`config.mk`:
```
export PLATFORM = sky130hd
export DESIGN_NAME = kdl_cell
export DESIGN_NICKNAME = d
export VERILOG_FILES = /design/src/hdl/kdl_pkg.sv /design/src/hdl/kdl_cell.sv
export SDC_FILE = /design/constraint.sdc
export NUM_CORES = 1
export LEC_CHECK = 0
export ABC_CLOCK_PERIOD_IN_PS = 4700
export BUFFER_PORTS_ARGS = -buffer_cell sky130_fd_sc_hd__buf_2
export CORE_ASPECT_RATIO = 1.25
export CORE_MARGIN = 8
export CORE_UTILIZATION = 41
export CTS_CLUSTER_DIAMETER = 150
export DETAILED_ROUTE_END_ITERATION = 8
export PLACE_DENSITY = 0.79
export REMOVE_ABC_BUFFERS = 1
export SLEW_MARGIN = 15
export SYNTH_ARGS = -nofsm -noshare
export SYNTH_HDL_FRONTEND = slang
export SYNTH_SLANG_ARGS = --single-unit
```
`constraint.sdc`:
```
create_clock -name clk_i -period 4.7 [get_ports clk_i]
set_input_delay 1.175 -clock clk_i [delete_from_list [all_inputs] [get_ports clk_i]]
set_output_delay 1.175 -clock clk_i [all_outputs]
set_load 0.01 [all_outputs]
```
`src/hdl/kdl_pkg.sv`:
```
// shared constants, types and codes of the keyed deque list
`default_nettype none

package kdl_pkg;

  // pool size and stored key width
  localparam int Capacity    = 64;
  localparam int KeyWidth    = 32;
  localparam int StoreWidth  = (KeyWidth < 32) ? KeyWidth : 32;
  localparam int StepWidth   = (Capacity > 1) ? $clog2(Capacity) : 1;

  // operation codes of an input beat
  localparam logic [2:0] KindInsert    = 3'd0;
  localparam logic [2:0] KindDeleteKey = 3'd1;
  localparam logic [2:0] KindPopFront  = 3'd2;
  localparam logic [2:0] KindPopBack   = 3'd3;
  localparam logic [2:0] KindDump      = 3'd4;

  // status codes of an output beat
  localparam logic [2:0] StatusDone     = 3'd0;
  localparam logic [2:0] StatusFull     = 3'd1;
  localparam logic [2:0] StatusNotFound = 3'd2;
  localparam logic [2:0] StatusEmpty    = 3'd3;
  localparam logic [2:0] StatusElement  = 3'd4;

  // command broadcast to every cell
  typedef enum logic [2:0] {
    CmdNop,
    CmdInsert,
    CmdPopFront,
    CmdPopBack,
    CmdRotate,
    CmdSearch
  } cmd_e;

  typedef logic [StoreWidth-1:0] skey_t;

  // one list slot as handed between neighbors
  typedef struct packed {
    logic  vld;
    skey_t key;
  } slot_t;

  // search token travelling along the chain
  typedef struct packed {
    logic tok;
    logic fnd;
  } tok_t;

  typedef struct packed {
    logic [2:0]         kind;
    logic signed [31:0] key;
  } kdl_in_t;

  typedef struct packed {
    logic signed [31:0] out_key;
    logic [2:0]         status;
    logic               last;
  } kdl_out_t;

endpackage

`default_nettype wire

```
`src/hdl/kdl_cell.sv`:
```
// one list cell: holds one key slot and one stage of the search token path
`default_nettype none

module kdl_cell (
  input  wire logic              clk_i,
  input  wire logic              rst_ni,
  input  kdl_pkg::cmd_e          cmd_i,
  input  kdl_pkg::skey_t         skey_i,
  input  kdl_pkg::slot_t         left_slot_i,
  input  kdl_pkg::slot_t         right_slot_i,
  input  kdl_pkg::tok_t          left_tok_i,
  output kdl_pkg::slot_t         slot_o,
  output kdl_pkg::tok_t          tok_o
);

  logic           vld_q, vld_d;
  kdl_pkg::skey_t key_q, key_d;
  kdl_pkg::tok_t  tok_q;
  logic           hit;

  // match against the search key while the token sits here
  assign hit       = tok_q.tok & vld_q & (key_q == skey_i);
  assign tok_o.tok = tok_q.tok;
  assign tok_o.fnd = tok_q.fnd | hit;

  assign slot_o.vld = vld_q;
  assign slot_o.key = key_q;

  // slot update per broadcast command
  always_comb begin
    vld_d = vld_q;
    key_d = key_q;
    unique case (cmd_i)
      kdl_pkg::CmdInsert: begin
        vld_d = left_slot_i.vld;
        key_d = left_slot_i.key;
      end
      kdl_pkg::CmdPopFront, kdl_pkg::CmdRotate: begin
        vld_d = right_slot_i.vld;
        key_d = right_slot_i.key;
      end
      kdl_pkg::CmdPopBack: begin
        vld_d = vld_q & right_slot_i.vld;
      end
      kdl_pkg::CmdSearch: begin
        // from the first match on, every cell closes the gap
        if (tok_q.tok && tok_o.fnd) begin
          vld_d = right_slot_i.vld;
          key_d = right_slot_i.key;
        end
      end
      default: begin
      end
    endcase
  end

  // control bits
  always_ff @(posedge clk_i or negedge rst_ni) begin
    if (!rst_ni) begin
      vld_q <= 1'b0;
      tok_q <= '0;
    end else begin
      vld_q <= vld_d;
      tok_q <= left_tok_i;
    end
  end

  // key payload
  always_ff @(posedge clk_i) begin
    key_q <= key_d;
  end

endmodule

`default_nettype wire

```
# ---- Word-level counts from Yosys, hierarchy flattened
# Index checks and enable logic that the tools add are counted.
dict set report word_totals {
  output_inout_bits 35
  word_cells 25
  ff_bits 35
  in_bits 105
}
dict set report classes {
  mux 4
  n_reduce_logical 6
  eq_ne 7
  bitwise 4
}
# op count
set op_table {}
lappend op_table {{32-bit one-hot mux with 3 select lines} 1}
lappend op_table {{32-bit equality test} 1}
lappend op_table {{32-bit 2-to-1 mux} 1}
lappend op_table {{3-bit by 2-bit equality test with 1-bit output (second input constant)} 2}
lappend op_table {{3-bit equality test (second input constant)} 2}
lappend op_table {{1-bit one-hot mux with 4 select lines} 1}
lappend op_table {{2-bit AND reduction} 2}
lappend op_table {{4-bit nonzero test} 1}
lappend op_table {{1-bit AND} 3}
lappend op_table {{3-bit by 1-bit equality test with 1-bit output (second input constant)} 1}
lappend op_table {{3-bit nonzero test} 1}
lappend op_table {{2-bit != test (second input constant)} 1}
lappend op_table {{2-bit OR reduction} 1}
lappend op_table {{1-bit logical AND} 1}
lappend op_table {{1-bit 2-to-1 mux} 1}
lappend op_table {{1-bit OR} 1}

# ---- Depth between registers and ports, before layout
dict set report depth {
  word_depth 6
  ltp_mapped 6
  depth_no_buf 6
}

# ---- Least setup slack after synthesis
# No wires, ideal clock.
dict set report synth_path {
  kind {input to register}
  from {in skey_i[10]}
  to {reg key_q[0], enable pin}
  stages 6
  arrival_ns 4.571
  setup_ns 0.481
  slack_ns -0.351
  n_path_buf 0
  t_required_ns 4.219
  path_cell_list {xor2_1 -> nor4_1 -> nand4_1 -> nor3_2 -> o21ai_1 -> a311oi_1}
}
dict set report synth_via {
  elab_chain_cells 6
}
# element line_no
set synth_lines {}
lappend synth_lines {{start: declaration} kdl_cell.sv:8} ;# input kdl_pkg::skey_t skey_i,
lappend synth_lines {{32-bit equality test} kdl_cell.sv:22} ;# assign hit = tok_q.tok & vld_q & (key_q == skey_i);
lappend synth_lines {{1-bit AND} kdl_cell.sv:22}
lappend synth_lines {{1-bit OR} kdl_cell.sv:24} ;# assign tok_o.fnd = tok_q.fnd | hit;
lappend synth_lines {{1-bit logical AND} kdl_cell.sv:47} ;# if (tok_q.tok && tok_o.fnd) begin
lappend synth_lines {{2-bit != test (no source line)} --}
lappend synth_lines {{2-bit AND reduction (no source line)} --}
lappend synth_lines {{end signal: assignment} kdl_cell.sv:70} ;# key_q <= key_d;
lappend synth_lines {{end: declaration} kdl_cell.sv:17} ;# kdl_pkg::skey_t key_q, key_d;
# Every way passes these cells.
# A chain may end at the register's enable or synchronous reset.

==> results.cfg <==
[drt]
drt_iter0_drc = 56
wl_per_cell_microns = 16.61
ant_nets = 0
drt_wl_total_microns = 5664
firstDrtPassIters = 4
drcViolationCount = 0
avgViaCountPerCell = 4.736
vias = 1615

[synthesis]
yosys.area_share.adder_pct = 0
synthSimpleGateAreaFrac_pct = 6.173
seq_area_frac_synth_pct = 53.80
synth.top_cell.area_share_pct = 49.90
synth_cell_type_count = 27
synthTopCellsByArea = edfxtp_1, mux2_2, xor2_1
netlist_area_sq_um = 1926
synth_xor_xnor_area_share_pct = 14.55
synth.mux.area_fraction_pct = 19.75
synth_compound_area_share_pct = 3.314
synth_top_family_by_area = multiplexers
avgSynthCellArea_sq_um = 13.85
synthCells = 139
yosys_warnings = 0
yosysTopAreaCell = edfxtp_1
synth-seq-cells = 35

[die]
initial_core_util_pct = 41.64
ios = 140
placeableCoreArea_sq_um = 4624
die_height_microns = 92.62
rows = 28
dieWidth_microns = 77.30
fp.dieArea_sq_um = 7159

[cells_and_area]
antennaDiodeCount = 0
area_delta_synth_final_pct = 45.55
final_cell_mix = buf_2, mux2_2, edfxtp_1
final_area_sq_um = 2803
n_fill_cell = 400
drive_gt1_share_pct = 65.12
fin_nets = 385
layout_commonest_cell = buf_2

[timing]
timing.final.crit_share_pct = 78.60
slew_headroom_pct = 62.84
whs_ns = 0.6031
finalCriticalPeriod_ns = 3.694
fin_skew_ns = 0.007213
slew_viol_final = 0
rsz0062_at_grt = no
tightestPinTransition_ns = 0.5457
finalSetupTns_ns = 0
hold_viol = 0
setup_viol = 0
fmax_mhz = 270.7

[power]
vdd_drop_max_mv = 0.1761
p_sw_share_pct = 25.30
p_leak_nw = 1.275
clkPwrFrac_pct = 25.3
power.switching_mw = 0.1975
p_per_area_nw_per_um2 = 278.5
p_comb_share_pct = 23.8
seqPwrFrac_pct = 50.8
p_int_mw = 0.5831

[setup_path]
crit_chain = buf_2 > xor2_1 > nor4_1 > nand4_1 > nor3_2 > or2_2 > buf_2
crit_path_top_delay_cell = nor4_1
r2r_end = key_q[16]
cpMostUsedCell = buf_2
worstPathRequired_ns = 3.52
cp-endpoint = tok_o[0]
cp_max_fo = 4
r2r-start = key_q[23]
setup.worst_path.class = input port to primary output
r2r_setup_slack_ns = 2.08
critPathLaunchType = input port
crit_path_end_kind = primary output
worstSetupStartpoint = skey_i[30]
arrival_ns = 2.52
rr_worst_depth = 7
critPathMaxStageDelay_ns = 0.38

[global_routing]
antenna_found_initial = 0
grt_pass1_vias = 1858
grt_max_degree = 33
track_usage_pct = 15.13
overflow = 0
grt_first_pass_wirelength_microns = 8652

[placed_design]
gp_congestion = 0.8322
place_area_sq_um = 2695
place.port_buffers = 139
hpwlAfterDp_microns = 4757

[hold_path]
hold_class = flip-flop to flip-flop

[clock_tree]
ctsLongestPathBuffers = 2
clk_pin_slew_ns = 0.06
htree_levels = 2
cts_tree = yes
postCtsHoldBufs = 0
cts_setup_buffers = 0
ctsResizeCount = 0
numCtsBuffers = 5
clock_latency_ns = 0.27
cts_num_sinks = 35
root_buffer = clkbuf_8

[outcome]
status = finished clean

[job]
cap_violations = 0
registers in the layout, summed over array words and instances (netlist names):
name	flops
vld_q	1
tok_o	1
tok_q	1
key_q	32
cells in the mapped netlist:
cell type / n
mux2_2: 32
xnor2_1: 1
dfrtp_1: 3
a21oi_1: 2
nand2_1: 2
o211ai_1: 1
or2_2: 1
nand3_1: 2
o21ai_1: 1
nor2_1: 1
clkbuf_1: 1
o21a_1: 1
nor3_2: 1
a21o_1: 1
or4_2: 1
o2111ai_1: 1
nor3_1: 2
nor4_1: 7
buf_4: 2
buf_2: 4
nor2b_1: 1
inv_1: 2
nand4_1: 2
mux2i_1: 2
a311oi_1: 2
edfxtp_1: 32
xor2_1: 31
worst max-delay path, delay by kind of cell:
family                 cells  cell delay (ns)
AND/OR/NAND/NOR            4             0.97
XOR/XNOR                   1             0.15
buffers and inverters      2             0.22
final cells by class:
| cell class | count | area, sq um | share of cell area [%] |
|---|---|---|---|
| sequential | 35 | 1036 | 36.96 |
| inverter | 2 | 7.507 | 0.2679 |
| tap | 60 | 75.07 | 2.679 |
| timing repair buffer | 141 | 730.7 | 26.07 |
| clock buffer | 8 | 80.08 | 2.857 |
| multi-input combinational | 95 | 873.3 | 31.16 |
stage by stage:
stage	setup slack, ns	instances	utilization (%)	total power [mW]
floorplan	-0.3553	132	-	0.4932
global placement	1.016	332	58.28	0.5822
detailed placement	0.9603	332	58.28	0.5882
CTS	0.9614	340	60.01	0.7883
global route	0.8928	341	60.61	0.8196
finish	1.006	341	60.61	0.7806
logic make-up after synthesis:
logic type | Yosys count
AND/OR/NAND/NOR | 20
XOR/XNOR | 32
flip-flops | 35
AO/OA/AOI/OAI | 9
multiplexers | 34
buffers and inverters | 9
power groups by stage:
| stage | Sequential [mW] | Clock, mW | Combinational [mW] |
|---|---|---|---|
| 4_1_cts | 0.397 | 0.206 | 0.185 |
| 6_report | 0.397 | 0.198 | 0.186 |
| 2_1_floorplan | 0.417 | 0 | 0.0761 |
| 3_3_place_gp | 0.403 | 0 | 0.179 |
| 3_5_place_dp | 0.404 | 0 | 0.184 |
| 5_1_grt | 0.400 | 0.217 | 0.202 |
metal layers:
| layer | track usage (%) | vias up | wire length (microns) |
|---|---|---|---|
| met5 | 0 | - | 0 |
| met4 | 6.309 | 0 | 115 |
| met3 | 4.264 | 8 | 338 |
| met2 | 31.32 | 69 | 3340 |
| met1 | 12.71 | 740 | 1870 |
| li1 | - | 798 | - |
worst min-delay path by stage:
stage                     startpoint     to  cells after the start
after CTS                   tok_q[0]  vld_q                      2
after detailed placement    tok_q[0]  vld_q                      2
after global placement      tok_q[0]  vld_q                      2
final                       tok_q[0]  vld_q                      2
after floorplan             tok_q[0]  vld_q                      2
after global routing        tok_q[0]  vld_q                      2
Note: power is estimated with default switching activity, not from simulation.
